===== src/rtl/gsa_pkg.sv =====
`default_nettype none
package gsa_pkg;

	localparam int SLOTS = 64;
	localparam int IDX_W = $clog2(SLOTS);
	localparam int CNT_W = IDX_W + 1;
	localparam int GEN_W = 16;

	localparam logic [CNT_W-1:0] SLOTS_CNT = CNT_W'(SLOTS);
	localparam logic [CNT_W-1:0] SLOT_COUNT_RST = CNT_W'(64);

	// input command codes
	localparam logic [2:0] CMD_INIT    = 3'd0;
	localparam logic [2:0] CMD_ALLOC   = 3'd1;
	localparam logic [2:0] CMD_DESTROY = 3'd2;
	localparam logic [2:0] CMD_CHECK   = 3'd3;
	localparam logic [2:0] CMD_FLUSH   = 3'd4;

	typedef enum logic [1:0] {
		ST_OK         = 2'd0,
		ST_NO_FREE    = 2'd1,
		ST_BAD_HANDLE = 2'd2,
		ST_NOT_INIT   = 2'd3
	} status_t;

	// datapath operations issued by the controller
	typedef enum logic [3:0] {
		OP_NONE,
		OP_LOAD,
		OP_INIT,
		OP_EMIT_PLAIN,
		OP_ALLOC_RD,
		OP_ALLOC_GEN,
		OP_ALLOC_EMIT,
		OP_HANDLE_RD,
		OP_HANDLE_EMIT,
		OP_FLUSH_START,
		OP_FLUSH_STEP
	} dp_op_t;

	typedef struct packed {
		dp_op_t  op;
		status_t emit_st;   // status for OP_EMIT_PLAIN
	} ctl_cmd_t;

	typedef struct packed {
		logic [2:0] cmd;
		logic       ready_flag;
		logic       free_empty;
		logic       queue_empty;
		logic       flush_last;
		logic       out_free;
	} dp_stat_t;

endpackage
`default_nettype wire


===== src/rtl/gsa_ctrl.sv =====
`default_nettype none
module gsa_ctrl (
	input  wire logic            clk,
	input  wire logic            arst_n,
	input  wire logic            in_valid,
	output logic                 in_ready,
	input  wire gsa_pkg::dp_stat_t stat,
	output gsa_pkg::ctl_cmd_t    ctl
);
	import gsa_pkg::*;

	typedef enum logic [5:0] {
		S_IDLE      = 6'b000001,
		S_DISPATCH  = 6'b000010,
		S_ALLOC_RD  = 6'b000100,
		S_ALLOC_GEN = 6'b001000,
		S_HANDLE_RD = 6'b010000,
		S_FLUSH     = 6'b100000
	} state_t;

	state_t state_q, state_nxt;

	always_ff @(posedge clk or negedge arst_n) begin
		if (!arst_n) begin
			state_q <= S_IDLE;
		end else begin
			state_q <= state_nxt;
		end
	end

	always_comb begin
		state_nxt   = state_q;
		ctl.op      = OP_NONE;
		ctl.emit_st = ST_OK;
		in_ready    = 1'b0;
		case (state_q)
			S_IDLE: begin
				in_ready = 1'b1;
				if (in_valid) begin
					ctl.op    = OP_LOAD;
					state_nxt = S_DISPATCH;
				end
			end
			S_DISPATCH: begin
				if (stat.cmd == CMD_INIT) begin
					if (stat.out_free) begin
						ctl.op    = OP_INIT;
						state_nxt = S_IDLE;
					end
				end else if (!(stat.cmd inside {CMD_ALLOC, CMD_DESTROY, CMD_CHECK,
						CMD_FLUSH})) begin
					// unused codes: dropped without a result
					state_nxt = S_IDLE;
				end else if (!stat.ready_flag) begin
					if (stat.out_free) begin
						ctl.op      = OP_EMIT_PLAIN;
						ctl.emit_st = ST_NOT_INIT;
						state_nxt   = S_IDLE;
					end
				end else if (stat.cmd == CMD_ALLOC) begin
					if (!stat.free_empty) begin
						ctl.op    = OP_ALLOC_RD;
						state_nxt = S_ALLOC_RD;
					end else if (stat.out_free) begin
						ctl.op      = OP_EMIT_PLAIN;
						ctl.emit_st = ST_NO_FREE;
						state_nxt   = S_IDLE;
					end
				end else if (stat.cmd == CMD_FLUSH) begin
					if (!stat.queue_empty) begin
						ctl.op    = OP_FLUSH_START;
						state_nxt = S_FLUSH;
					end else if (stat.out_free) begin
						ctl.op    = OP_EMIT_PLAIN;
						state_nxt = S_IDLE;
					end
				end else begin
					ctl.op    = OP_HANDLE_RD;
					state_nxt = S_HANDLE_RD;
				end
			end
			S_ALLOC_RD: begin
				ctl.op    = OP_ALLOC_GEN;
				state_nxt = S_ALLOC_GEN;
			end
			S_ALLOC_GEN: begin
				if (stat.out_free) begin
					ctl.op    = OP_ALLOC_EMIT;
					state_nxt = S_IDLE;
				end
			end
			S_HANDLE_RD: begin
				if (stat.out_free) begin
					ctl.op    = OP_HANDLE_EMIT;
					state_nxt = S_IDLE;
				end
			end
			S_FLUSH: begin
				if (stat.out_free) begin
					ctl.op = OP_FLUSH_STEP;
					if (stat.flush_last) begin
						state_nxt = S_IDLE;
					end
				end
			end
			default: begin
				state_nxt = S_IDLE;
			end
		endcase
	end

endmodule
`default_nettype wire


===== src/rtl/gsa_dp.sv =====
`default_nettype none
module gsa_dp (
	input  wire logic                        clk,
	input  wire logic                        arst_n,
	input  wire gsa_pkg::ctl_cmd_t           ctl,
	output gsa_pkg::dp_stat_t                stat,
	input  wire logic                        cfg_we,
	input  wire logic [gsa_pkg::CNT_W-1:0]   cfg_wdata,
	input  wire logic [2:0]                  cmd,
	input  wire logic [gsa_pkg::IDX_W-1:0]   slot_index,
	input  wire logic [gsa_pkg::GEN_W-1:0]   handle_generation,
	output logic                             out_valid,
	input  wire logic                        out_ready,
	output logic [1:0]                       status,
	output logic [gsa_pkg::IDX_W-1:0]        out_index,
	output logic [gsa_pkg::GEN_W-1:0]        out_generation,
	output logic                             is_valid,
	output logic                             freed_any,
	output logic                             last
);
	import gsa_pkg::*;

	// item registers
	logic [2:0]       cmd_q;
	logic [IDX_W-1:0] idx_q;
	logic [GEN_W-1:0] hgen_q;

	// control state
	logic [CNT_W-1:0] slot_count_q;
	logic             ready_q;
	logic [CNT_W-1:0] active_q;
	logic [CNT_W-1:0] fc_q;
	logic [CNT_W-1:0] dc_q;
	logic [IDX_W-1:0] fptr_q;
	logic [SLOTS-1:0] in_use_q;
	logic [SLOTS-1:0] gen_vld_q;   // entry written since init, else reads zero
	logic [SLOTS-1:0] stk_wr_q;    // stack entry written since init, else holds its index
	logic             out_valid_q;

	// memories and their read registers
	logic [GEN_W-1:0] gen_mem [SLOTS];
	logic [IDX_W-1:0] stk_mem [SLOTS];
	logic [IDX_W-1:0] dq_mem  [SLOTS];
	logic [GEN_W-1:0] gen_rd_q;
	logic             gen_rd_vld_q;
	logic [IDX_W-1:0] stk_rd_q;
	logic             stk_rd_vld_q;
	logic [IDX_W-1:0] stk_addr_q;
	logic [IDX_W-1:0] slot_q;
	logic [IDX_W-1:0] dq_rd_q;

	// output payload
	logic [1:0]       status_q;
	logic [IDX_W-1:0] oidx_q;
	logic [GEN_W-1:0] ogen_q;
	logic             ovld_q;
	logic             ofreed_q;
	logic             olast_q;

	logic [CNT_W-1:0] init_n;
	logic [IDX_W-1:0] pop_addr;
	logic [IDX_W-1:0] alloc_slot;
	logic [GEN_W-1:0] gen_eff;
	logic             live;
	logic             do_destroy;
	logic             push_ok;
	logic [CNT_W-1:0] fptr_inc;
	logic             flush_last;
	logic             emit;

	always_comb begin
		if (slot_count_q == '0) begin
			init_n = CNT_W'(1);
		end else if (slot_count_q > SLOTS_CNT) begin
			init_n = SLOTS_CNT;
		end else begin
			init_n = slot_count_q;
		end
	end

	assign pop_addr   = IDX_W'(fc_q - CNT_W'(1));
	assign alloc_slot = stk_rd_vld_q ? stk_rd_q : stk_addr_q;
	assign gen_eff    = gen_rd_vld_q ? gen_rd_q : '0;
	assign live       = ({1'b0, idx_q} < active_q) && (gen_eff == hgen_q) && in_use_q[idx_q];
	assign do_destroy = (ctl.op == OP_HANDLE_EMIT) && (cmd_q == CMD_DESTROY) && live
		&& (dc_q < SLOTS_CNT);
	assign push_ok    = fc_q < SLOTS_CNT;
	assign fptr_inc   = {1'b0, fptr_q} + CNT_W'(1);
	assign flush_last = fptr_inc == dc_q;
	assign emit       = (ctl.op == OP_INIT) || (ctl.op == OP_EMIT_PLAIN)
		|| (ctl.op == OP_ALLOC_EMIT) || (ctl.op == OP_HANDLE_EMIT)
		|| (ctl.op == OP_FLUSH_STEP);

	always_comb begin
		stat.cmd         = cmd_q;
		stat.ready_flag  = ready_q;
		stat.free_empty  = fc_q == '0;
		stat.queue_empty = dc_q == '0;
		stat.flush_last  = flush_last;
		stat.out_free    = !out_valid_q || out_ready;
	end

	always_ff @(posedge clk or negedge arst_n) begin
		if (!arst_n) begin
			slot_count_q <= SLOT_COUNT_RST;
			ready_q      <= 1'b0;
			active_q     <= '0;
			fc_q         <= '0;
			dc_q         <= '0;
			fptr_q       <= '0;
			in_use_q     <= '0;
			gen_vld_q    <= '0;
			stk_wr_q     <= '0;
			out_valid_q  <= 1'b0;
		end else begin
			if (cfg_we) begin
				slot_count_q <= cfg_wdata;
			end
			if (emit) begin
				out_valid_q <= 1'b1;
			end else if (out_ready) begin
				out_valid_q <= 1'b0;
			end
			case (ctl.op)
				OP_INIT: begin
					ready_q   <= 1'b1;
					active_q  <= init_n;
					fc_q      <= init_n;
					dc_q      <= '0;
					in_use_q  <= '0;
					gen_vld_q <= '0;
					stk_wr_q  <= '0;
				end
				OP_ALLOC_RD: begin
					fc_q <= fc_q - CNT_W'(1);
				end
				OP_ALLOC_EMIT: begin
					in_use_q[slot_q] <= 1'b1;
				end
				OP_HANDLE_EMIT: begin
					if (do_destroy) begin
						in_use_q[idx_q]  <= 1'b0;
						gen_vld_q[idx_q] <= 1'b1;
						dc_q             <= dc_q + CNT_W'(1);
					end
				end
				OP_FLUSH_START: begin
					fptr_q <= '0;
				end
				OP_FLUSH_STEP: begin
					if (push_ok) begin
						stk_wr_q[fc_q[IDX_W-1:0]] <= 1'b1;
						fc_q                      <= fc_q + CNT_W'(1);
					end
					if (flush_last) begin
						dc_q <= '0;
					end else begin
						fptr_q <= fptr_inc[IDX_W-1:0];
					end
				end
				default: begin
				end
			endcase
		end
	end

	// item capture, read registers and output payload
	always_ff @(posedge clk) begin
		if (ctl.op == OP_LOAD) begin
			cmd_q  <= cmd;
			idx_q  <= slot_index;
			hgen_q <= handle_generation;
		end
		if (ctl.op == OP_ALLOC_RD) begin
			stk_addr_q   <= pop_addr;
			stk_rd_vld_q <= stk_wr_q[pop_addr];
		end
		if (ctl.op == OP_ALLOC_GEN) begin
			slot_q       <= alloc_slot;
			gen_rd_vld_q <= gen_vld_q[alloc_slot];
		end
		if (ctl.op == OP_HANDLE_RD) begin
			gen_rd_vld_q <= gen_vld_q[idx_q];
		end
		if (emit) begin
			status_q <= ST_OK;
			oidx_q   <= '0;
			ogen_q   <= '0;
			ovld_q   <= 1'b0;
			ofreed_q <= 1'b0;
			olast_q  <= 1'b1;
			case (ctl.op)
				OP_EMIT_PLAIN: begin
					status_q <= ctl.emit_st;
				end
				OP_ALLOC_EMIT: begin
					oidx_q <= slot_q;
					ogen_q <= gen_eff;
				end
				OP_HANDLE_EMIT: begin
					if (cmd_q == CMD_CHECK) begin
						ovld_q <= live;
					end else if (!do_destroy) begin
						status_q <= ST_BAD_HANDLE;
					end
				end
				OP_FLUSH_STEP: begin
					oidx_q   <= dq_rd_q;
					ofreed_q <= 1'b1;
					olast_q  <= flush_last;
				end
				default: begin
				end
			endcase
		end
	end

	// generation table
	always_ff @(posedge clk) begin
		if (ctl.op == OP_ALLOC_GEN) begin
			gen_rd_q <= gen_mem[alloc_slot];
		end else if (ctl.op == OP_HANDLE_RD) begin
			gen_rd_q <= gen_mem[idx_q];
		end
		if (do_destroy) begin
			gen_mem[idx_q] <= gen_eff + GEN_W'(1);
		end
	end

	// free stack
	always_ff @(posedge clk) begin
		if (ctl.op == OP_ALLOC_RD) begin
			stk_rd_q <= stk_mem[pop_addr];
		end
		if ((ctl.op == OP_FLUSH_STEP) && push_ok) begin
			stk_mem[fc_q[IDX_W-1:0]] <= dq_rd_q;
		end
	end

	// destroy queue
	always_ff @(posedge clk) begin
		if (ctl.op == OP_FLUSH_START) begin
			dq_rd_q <= dq_mem[0];
		end else if ((ctl.op == OP_FLUSH_STEP) && !flush_last) begin
			dq_rd_q <= dq_mem[fptr_inc[IDX_W-1:0]];
		end
		if (do_destroy) begin
			dq_mem[dc_q[IDX_W-1:0]] <= idx_q;
		end
	end

	assign out_valid      = out_valid_q;
	assign status         = status_q;
	assign out_index      = oidx_q;
	assign out_generation = ogen_q;
	assign is_valid       = ovld_q;
	assign freed_any      = ofreed_q;
	assign last           = olast_q;

endmodule
`default_nettype wire


===== src/rtl/generational_slot_allocator.sv =====
// Slot allocator with generation-tagged handles.
// Input channel (in_valid/in_ready) carries cmd, slot_index, handle_generation;
// output channel (out_valid/out_ready) carries one or more result items.
// cmd: init loads slots 0..n-1 onto a LIFO free stack (n is slot_count, 0 taken
// as 1, above 64 as 64), allocate pops one (highest index first), destroy
// retires a live handle into the destroy queue and bumps its generation, check
// tests a handle, flush returns every queued slot to the free stack with one
// result per slot, last on the final one. slot_count is to be written through
// cfg_we/cfg_wdata only while the block is idle; the block does not enforce it.
// One item at a time: init, not-initialized, no-free-slot and empty-flush
// results come from the dispatch step, check and destroy after the generation
// table read, allocate after the stack read and then the generation table read;
// flush writes one result per queued slot. in_ready is high again once the last
// result is written; a result waiting in the output register delays the next.
// The output register lets the next item be accepted while a result waits;
// while the receiver stalls, the block holds at the next result it must emit.
// Reset: not initialized (every command but init reports status 3), slot_count
// 64, all generations zero. No clearing pass: per-entry valid bits stand in for
// the cleared tables and are cleared at once by reset and by init.
`default_nettype none
module generational_slot_allocator (
	input  wire logic                      clk,
	input  wire logic                      arst_n,
	input  wire logic                      cfg_we,
	input  wire logic [gsa_pkg::CNT_W-1:0] cfg_wdata,
	input  wire logic                      in_valid,
	output logic                           in_ready,
	input  wire logic [2:0]                cmd,
	input  wire logic [gsa_pkg::IDX_W-1:0] slot_index,
	input  wire logic [gsa_pkg::GEN_W-1:0] handle_generation,
	output logic                           out_valid,
	input  wire logic                      out_ready,
	output logic [1:0]                     status,
	output logic [gsa_pkg::IDX_W-1:0]      out_index,
	output logic [gsa_pkg::GEN_W-1:0]      out_generation,
	output logic                           is_valid,
	output logic                           freed_any,
	output logic                           last
);
	import gsa_pkg::*;

	ctl_cmd_t ctl;
	dp_stat_t stat;

	// sequencer: decodes the item and steps the table accesses
	gsa_ctrl u_ctrl (
		.clk      (clk),
		.arst_n   (arst_n),
		.in_valid (in_valid),
		.in_ready (in_ready),
		.stat     (stat),
		.ctl      (ctl)
	);

	// tables, stacks, counters and the output register
	gsa_dp u_dp (
		.clk               (clk),
		.arst_n            (arst_n),
		.ctl               (ctl),
		.stat              (stat),
		.cfg_we            (cfg_we),
		.cfg_wdata         (cfg_wdata),
		.cmd               (cmd),
		.slot_index        (slot_index),
		.handle_generation (handle_generation),
		.out_valid         (out_valid),
		.out_ready         (out_ready),
		.status            (status),
		.out_index         (out_index),
		.out_generation    (out_generation),
		.is_valid          (is_valid),
		.freed_any         (freed_any),
		.last              (last)
	);

	// busy after every accepted item
	a_busy_after_accept: assert property (@(posedge clk) disable iff (!arst_n)
		in_valid && in_ready |=> !in_ready)
		else $error("input accepted back to back");

	// a result is only produced into a free output register
	a_emit_when_free: assert property (@(posedge clk) disable iff (!arst_n)
		(ctl.op == OP_INIT || ctl.op == OP_EMIT_PLAIN || ctl.op == OP_ALLOC_EMIT
		|| ctl.op == OP_HANDLE_EMIT || ctl.op == OP_FLUSH_STEP)
		|-> (!out_valid || out_ready))
		else $error("result overwrote a pending result");

	// an error result always ends its item
	a_error_is_last: assert property (@(posedge clk) disable iff (!arst_n)
		out_valid && (status != ST_OK) |-> last && !freed_any)
		else $error("error result not final");

endmodule
`default_nettype wire


===== config.mk =====
export PLATFORM = sky130hd
export DESIGN_NAME = generational_slot_allocator
export DESIGN_NICKNAME = d
export VERILOG_FILES = /design/src/rtl/gsa_pkg.sv /design/src/rtl/gsa_ctrl.sv /design/src/rtl/gsa_dp.sv /design/src/rtl/generational_slot_allocator.sv
export SDC_FILE = /design/constraint.sdc
export NUM_CORES = 2
export LEC_CHECK = 0
export BUFFER_PORTS_ARGS = -buffer_cell sky130_fd_sc_hd__buf_2
export CORE_ASPECT_RATIO = 0.6
export CORE_MARGIN = 1
export CORE_UTILIZATION = 55
export CTS_CLUSTER_SIZE = 30
export DETAILED_ROUTE_END_ITERATION = 6
export GPL_TIMING_DRIVEN = 0
export PLACE_DENSITY = 0.68
export SYNTH_ARGS = -nofsm -noshare
export SYNTH_HDL_FRONTEND = slang
export SYNTH_SLANG_ARGS = --single-unit

===== constraint.sdc =====
create_clock -name clk -period 10.59 [get_ports clk]
set_clock_uncertainty 0.05 [all_clocks]
set_input_delay 2.6475 -clock clk [delete_from_list [all_inputs] [get_ports clk]]
set_output_delay 2.6475 -clock clk [all_outputs]
set_load 0.005 [all_outputs]

======== Word level (Yosys, flattened, before mapping) ========
Memory sizes are Yosys's and may differ from the RTL's. A register that Yosys moved wholly into a read port is not among the register bits.
Index checks and enable logic that the tools add are counted.
word-level totals
  bits in writable memories ............... 1792
  input port bits ......................... 37
  logic and storage cells ................. 202
  latch bits .............................. 0
  bits in registers ....................... 322
  bits in read-only memories .............. 0
  output and inout port bits .............. 29
  memories ................................ 3
operators by class
  add/subtract/negate cells ............... 5
  div/mod/pow operators ................... 0
  multipliers ............................. 0
  mux-type cells .......................... 82
  shift operators ......................... 0
  $lt $le $gt $ge ......................... 12
  reduce and logical (&&, ||, !) cells .... 40
  bitwise logic cells ..................... 5
  eq/ne operators ......................... 29
memory list
  name          depth  width  read ports  clocked after Yosys merged registers in  wr ports  RTL line      text
  u_dp.gen_mem  64     16     2           1                                        1         gsa_dp.sv:41  logic [GEN_W-1:0] gen_mem [SLOTS];
  u_dp.dq_mem   64     6      2           0                                        1         gsa_dp.sv:43  logic [IDX_W-1:0] dq_mem [SLOTS];
  u_dp.stk_mem  64     6      1           1                                        1         gsa_dp.sv:42  logic [IDX_W-1:0] stk_mem [SLOTS];
operators by type and width
  operator                 count
  $pmux W64 S2             2
  $mux W64                 3
  $or A64 B64 Y64          3
  $pmux W64 S3             1
  $mux W6                  18
  $and A64 B64 Y64         1
  $not A64 Y64             1
  $mux W16                 3
  $pmux W7 S3              2
  $mux W4                  9
  $lt A6 B7 Y1 const B     5
  $mux W7                  5
  $pmux W6 S5              1
  $bmux W1 S6              4
  $pmux W4 S6              1
  $pmux W6 S2              2
  $logic_not A7 Y1         3
  $demux W1 S6             3
  $ge A6 B1 Y1 const B     3
  $mux W1                  18
  $add A16 B1 Y16 const B  1
  $eq A16 B16 Y1           1
  $eq A4 B3 Y1 const B     4
  $mux W2                  8
  33 further kinds         71

======== Depth between registers and ports, before layout ========
  depth after elaboration ................. 17
  gate-level depth with buffers ........... 15
  gate-level depth less buffers ........... 10

======== By module ========
From an unflattened synthesis, not the netlist that was laid out.
second synthesis, totals
  cells, all modules ...................... 6088
  area total of the unflattened synthesis .. 94120.3 µm²
by module, submodules not included
  module    cells an instance  area each (µm²)  sequential area each (µm²)  times used
  gsa_dp    6002               93467.1          62461.2                     1
  gsa_ctrl  86                 653.1            151.4                       1

======== Worst setup path after synthesis ========
Ideal clock, no wire load.
  path type ............................... reg2reg
  start ................................... register u_dp.gen_rd_vld_q
  end ..................................... memory u_dp.gen_mem[0][12], data pin
  required time ........................... 9.816 ns
  setup slack ............................. 4.309 ns
  cell stages (with the launch flop) ...... 11
  arrival time ............................ 5.507 ns
  setup time .............................. 0.724 ns
  clock period less this slack ............ 6.281 ns
  buffers on the path ..................... 3
  cells stage by stage .................... edfxtp_1 > clkbuf_1 > clkbuf_1 > clkbuf_1 > nand2_1 > inv_1 > ha_1 > and3_1 > nand4_1 > or3_1 > a21boi_0
on the way
  word-level cells in the longest chain between the ends .. 2
RTL lines
  item                       RTL line       text
  start: declaration         gsa_dp.sv:45   logic gen_rd_vld_q;
  start signal: assignment   gsa_dp.sv:180  gen_rd_vld_q <= gen_vld_q[alloc_slot];
  start signal: assignment   gsa_dp.sv:183  gen_rd_vld_q <= gen_vld_q[idx_q];
  $mux W16                   gsa_dp.sv:83   assign gen_eff = gen_rd_vld_q ? gen_rd_q : '0;
  named net u_dp.gen_eff[0]  gsa_dp.sv:63   logic [GEN_W-1:0] gen_eff;
  $add A16 B1 Y16            gsa_dp.sv:226  gen_mem[idx_q] <= gen_eff + GEN_W'(1);
  end: declaration           gsa_dp.sv:41
The timed path passes the listed nets, and every way through them passes these cells.

==> qor.yml <==
postRouteAntennaNets: 0
mostFrequentLayoutCells: "edfxtp_1, nand2_1, mux4_2"
synth_largest_area_cell: "edfxtp_1"
multi_input_comb_area_sq_um: 31330
drc: 78
hold_viol: 0
p_int_w: 0.01593
synth_top_area_frac: 0.5934
worstPathMaxFanout: 10
cts_tree: "yes"
p_leak_nw: 36.69
io_pins: 66
antenna_found_initial: 30
hold_class: "flip-flop to flip-flop"
drt_iter0_markers: 14904
rsz0062_at_grt: "no"
placed_area_sq_um: 102100
area_delta_synth_final_pct: 13.75
numPortBuffers: 64
fin_nets: 6663
cts.clk_slew.worst_paths_ps: 70
initial_core_util: 0.5535
ys_seq_area_frac: 0.6560
violations: "design-rule violations, max-capacitance violations, max-slew violations"
pwr-share-seq: 0.384
cpMostUsedCell: "buf_1"
fin_crit_ps: 7512
std_cell_rows: 118
start_kind: "flip-flop"
min_period_over_period: 0.7093
cts_max_level: 4
clk-insertion-delay-late_ps: 890
netSwitchingPower_w: 0.008570
path_class: "flip-flop to flip-flop"
pwr-share-clk: 0.294
synth_edf_count: 1886
synthFlopType: "edfxtp_1"
ys_warn_count: 0
synth_nets: 6211
grt_pass1_wl_microns: 512900
synth_area_sq_um: 95450
critPathMaxStageDelay_ps: 1230
critPathSlowestCell: "clkbuf_1"
grt_pass1_vias: 62004
worst_pin_slew_ps: 1723
cp.required_ps: 11100
fp.dieArea_sq_um: 175300
cp.buffers_inverters: 4
postCtsResizedCells: 0
grt_overflow: 0
grt.total_usage: 0.4305
syn_avg_cell_area_sq_um: 15.49
relSlewSlack: -0.1487
wl_per_cell_microns: 42.07
routabilityCongestion: 1.088
synth_cell_types: 85
root_buffer: "clkbuf_16"
design_area_sq_um: 108600
ir_worst_vdd_v: 0.0001887
worstPathCellList: "buf_1 > buf_1 > buf_1 > clkbuf_1 > mux4_2 > mux2i_1 > a221oi_1 > o21ai_0 > o31ai_1 > or3_1"
clockBufferDepth: 4
arrival_ps: 8030
synthCells: 6162
die_y_microns: 324.7
coreArea_sq_um: 172400
final_common_cell: "edfxtp_1"
finalSetupViolations: 0
synth.area.top_cells: "edfxtp_1, mux4_2, dfrtp_1"
drtPass1Iterations: 7
fin_total_pwr_w: 0.02450
grt_max_degree: 104
clock_sinks: 2126
switching_share: 0.3498
drive_gt1_frac: 0.2096
final_util: 0.6296
postCtsSetupBuffers: 0
cp-end-kind: "flip-flop"
drv_slew: 264
cellPowerDensity_nw_per_um2: 225.7
ff_latch_area_sq_um: 62610
drv_cap: 37
power_frac_comb: 0.322
clock.fmax_mhz: 133.1
status: "finished, violations left"
dr_total_vias: 68604
viasPerCell: 7.566
ctsHoldBuffers: 0
fill_cells: 12390
wirelength_microns: 381400
async_flop_share: 0.1101
cts_made_buffers: 201
dp_hpwl_microns: 279900
ys_ff_latch: 2126
die_w_microns: 539.8
critPathTopFamily: "buffers and inverters"
==> path summary, 6_finish.rpt <==
| kind | startpoint | end | slack [ps] | cells after the start |
|---|---|---|---|---|
| max | flip-flop | u_dp.gen_rd_q[9]$_DFFE_PP_ | 3080 | 10 |
| min in group asynchronous | arst_n | u_dp.stk_wr_q[34]$_DFFE_PN0P_ | 1610 | 1 |
| min | u_dp.stk_wr_q[62]$_DFFE_PN0P_ | u_dp.stk_wr_q[62]$_DFFE_PN0P_ | 440 | 1 |
| min reg2reg | u_dp.stk_wr_q[62]$_DFFE_PN0P_ | u_dp.stk_wr_q[62]$_DFFE_PN0P_ | 440 | 1 |
| max in group asynchronous | arst_n | u_dp.in_use_q[23]$_DFFE_PN0P_ | 7430 | 3 |
| max reg2reg | flip-flop | u_dp.gen_rd_q[9]$_DFFE_PP_ | 3080 | 10 |
==> registers in the layout (all words and copies together), names as in the netlist, 16 cells and up, named ones only <==
signal / flops
u_dp.gen_mem: 1024
u_dp.dq_mem: 384
u_dp.stk_mem: 384
u_dp.gen_vld_q: 64
u_dp.in_use_q: 64
u_dp.stk_wr_q: 64
u_dp.gen_rd_q: 16
u_dp.hgen_q: 16
u_dp.out_generation: 16
==> cell type report <==
type / instances / area share
antenna: 21 / 0.0004840
buffer: 501 / 0.01907
clock buffer: 260 / 0.04980
clock inverter: 95 / 0.007767
inverter: 37 / 0.001279
multi-input combinational: 3498 / 0.2885
sequential: 2126 / 0.5767
tap: 2280 / 0.02628
timing repair buffer: 249 / 0.03007
==> power by group through the flow <==
stage          Combinational, W  Clock (W)  Sequential (W)
3_3_place_gp            0.00705          0         0.00968
3_5_place_dp            0.00727          0         0.00959
6_report                0.00789    0.00720         0.00941
4_1_cts                 0.00730    0.00715         0.00941
2_1_floorplan           0.00409          0         0.00958
5_1_grt                 0.00783    0.00743         0.00942
==> Yosys cell counts (26+ instances only) <==
| library cell | instances |
|---|---|
| edfxtp_1 | 1886 |
| nand2_1 | 966 |
| mux4_2 | 617 |
| clkbuf_1 | 325 |
| dfrtp_1 | 232 |
| nand3_1 | 213 |
| a311oi_1 | 185 |
| mux2i_1 | 176 |
| a21oi_1 | 165 |
| nor2_1 | 159 |
| and3_1 | 157 |
| o21ai_0 | 128 |
| nor3_1 | 117 |
| buf_1 | 97 |
| buf_2 | 67 |
| a32o_1 | 64 |
| o21a_1 | 51 |
| nor4_1 | 36 |
| a22oi_1 | 29 |
| inv_1 | 29 |
| o31ai_1 | 28 |
| o311ai_0 | 26 |
==> per-stage QoR <==
step	hold WS (ps)	TNS [ps]	setup slack (ps)	cells
after floorplan	397.0	0	4309	6162
after global placement	416.9	-131920	-1196	8506
after detailed placement	424.4	0	3384	8684
after CTS	438.9	0	3969	9039
after global routing	457.8	0	3504	9048
final	438.0	0	3078	9067
==> kinds of logic after synthesis <==
group,Yosys count,synth area share
buffers and inverters,538,0.02278
adders and majority gates,12,0.001573
and+or+nand+nor,1829,0.08843
muxes,809,0.1659
xor gates and xnor gates,36,0.003749
AOI/OAI and AO/OA,812,0.06153
DFF,2126,0.6560
==> metal layers <==
metal  up-vias  GRT usage  routed length [microns]
li1      25544          -                        -
met1     35252     0.6365                   149500
met2      6842     0.4990                   136800
met3       914     0.3012                    83330
met4        52    0.09319                    10330
met5         -    0.04085                     1474
(Power assumes the default switching activity.)
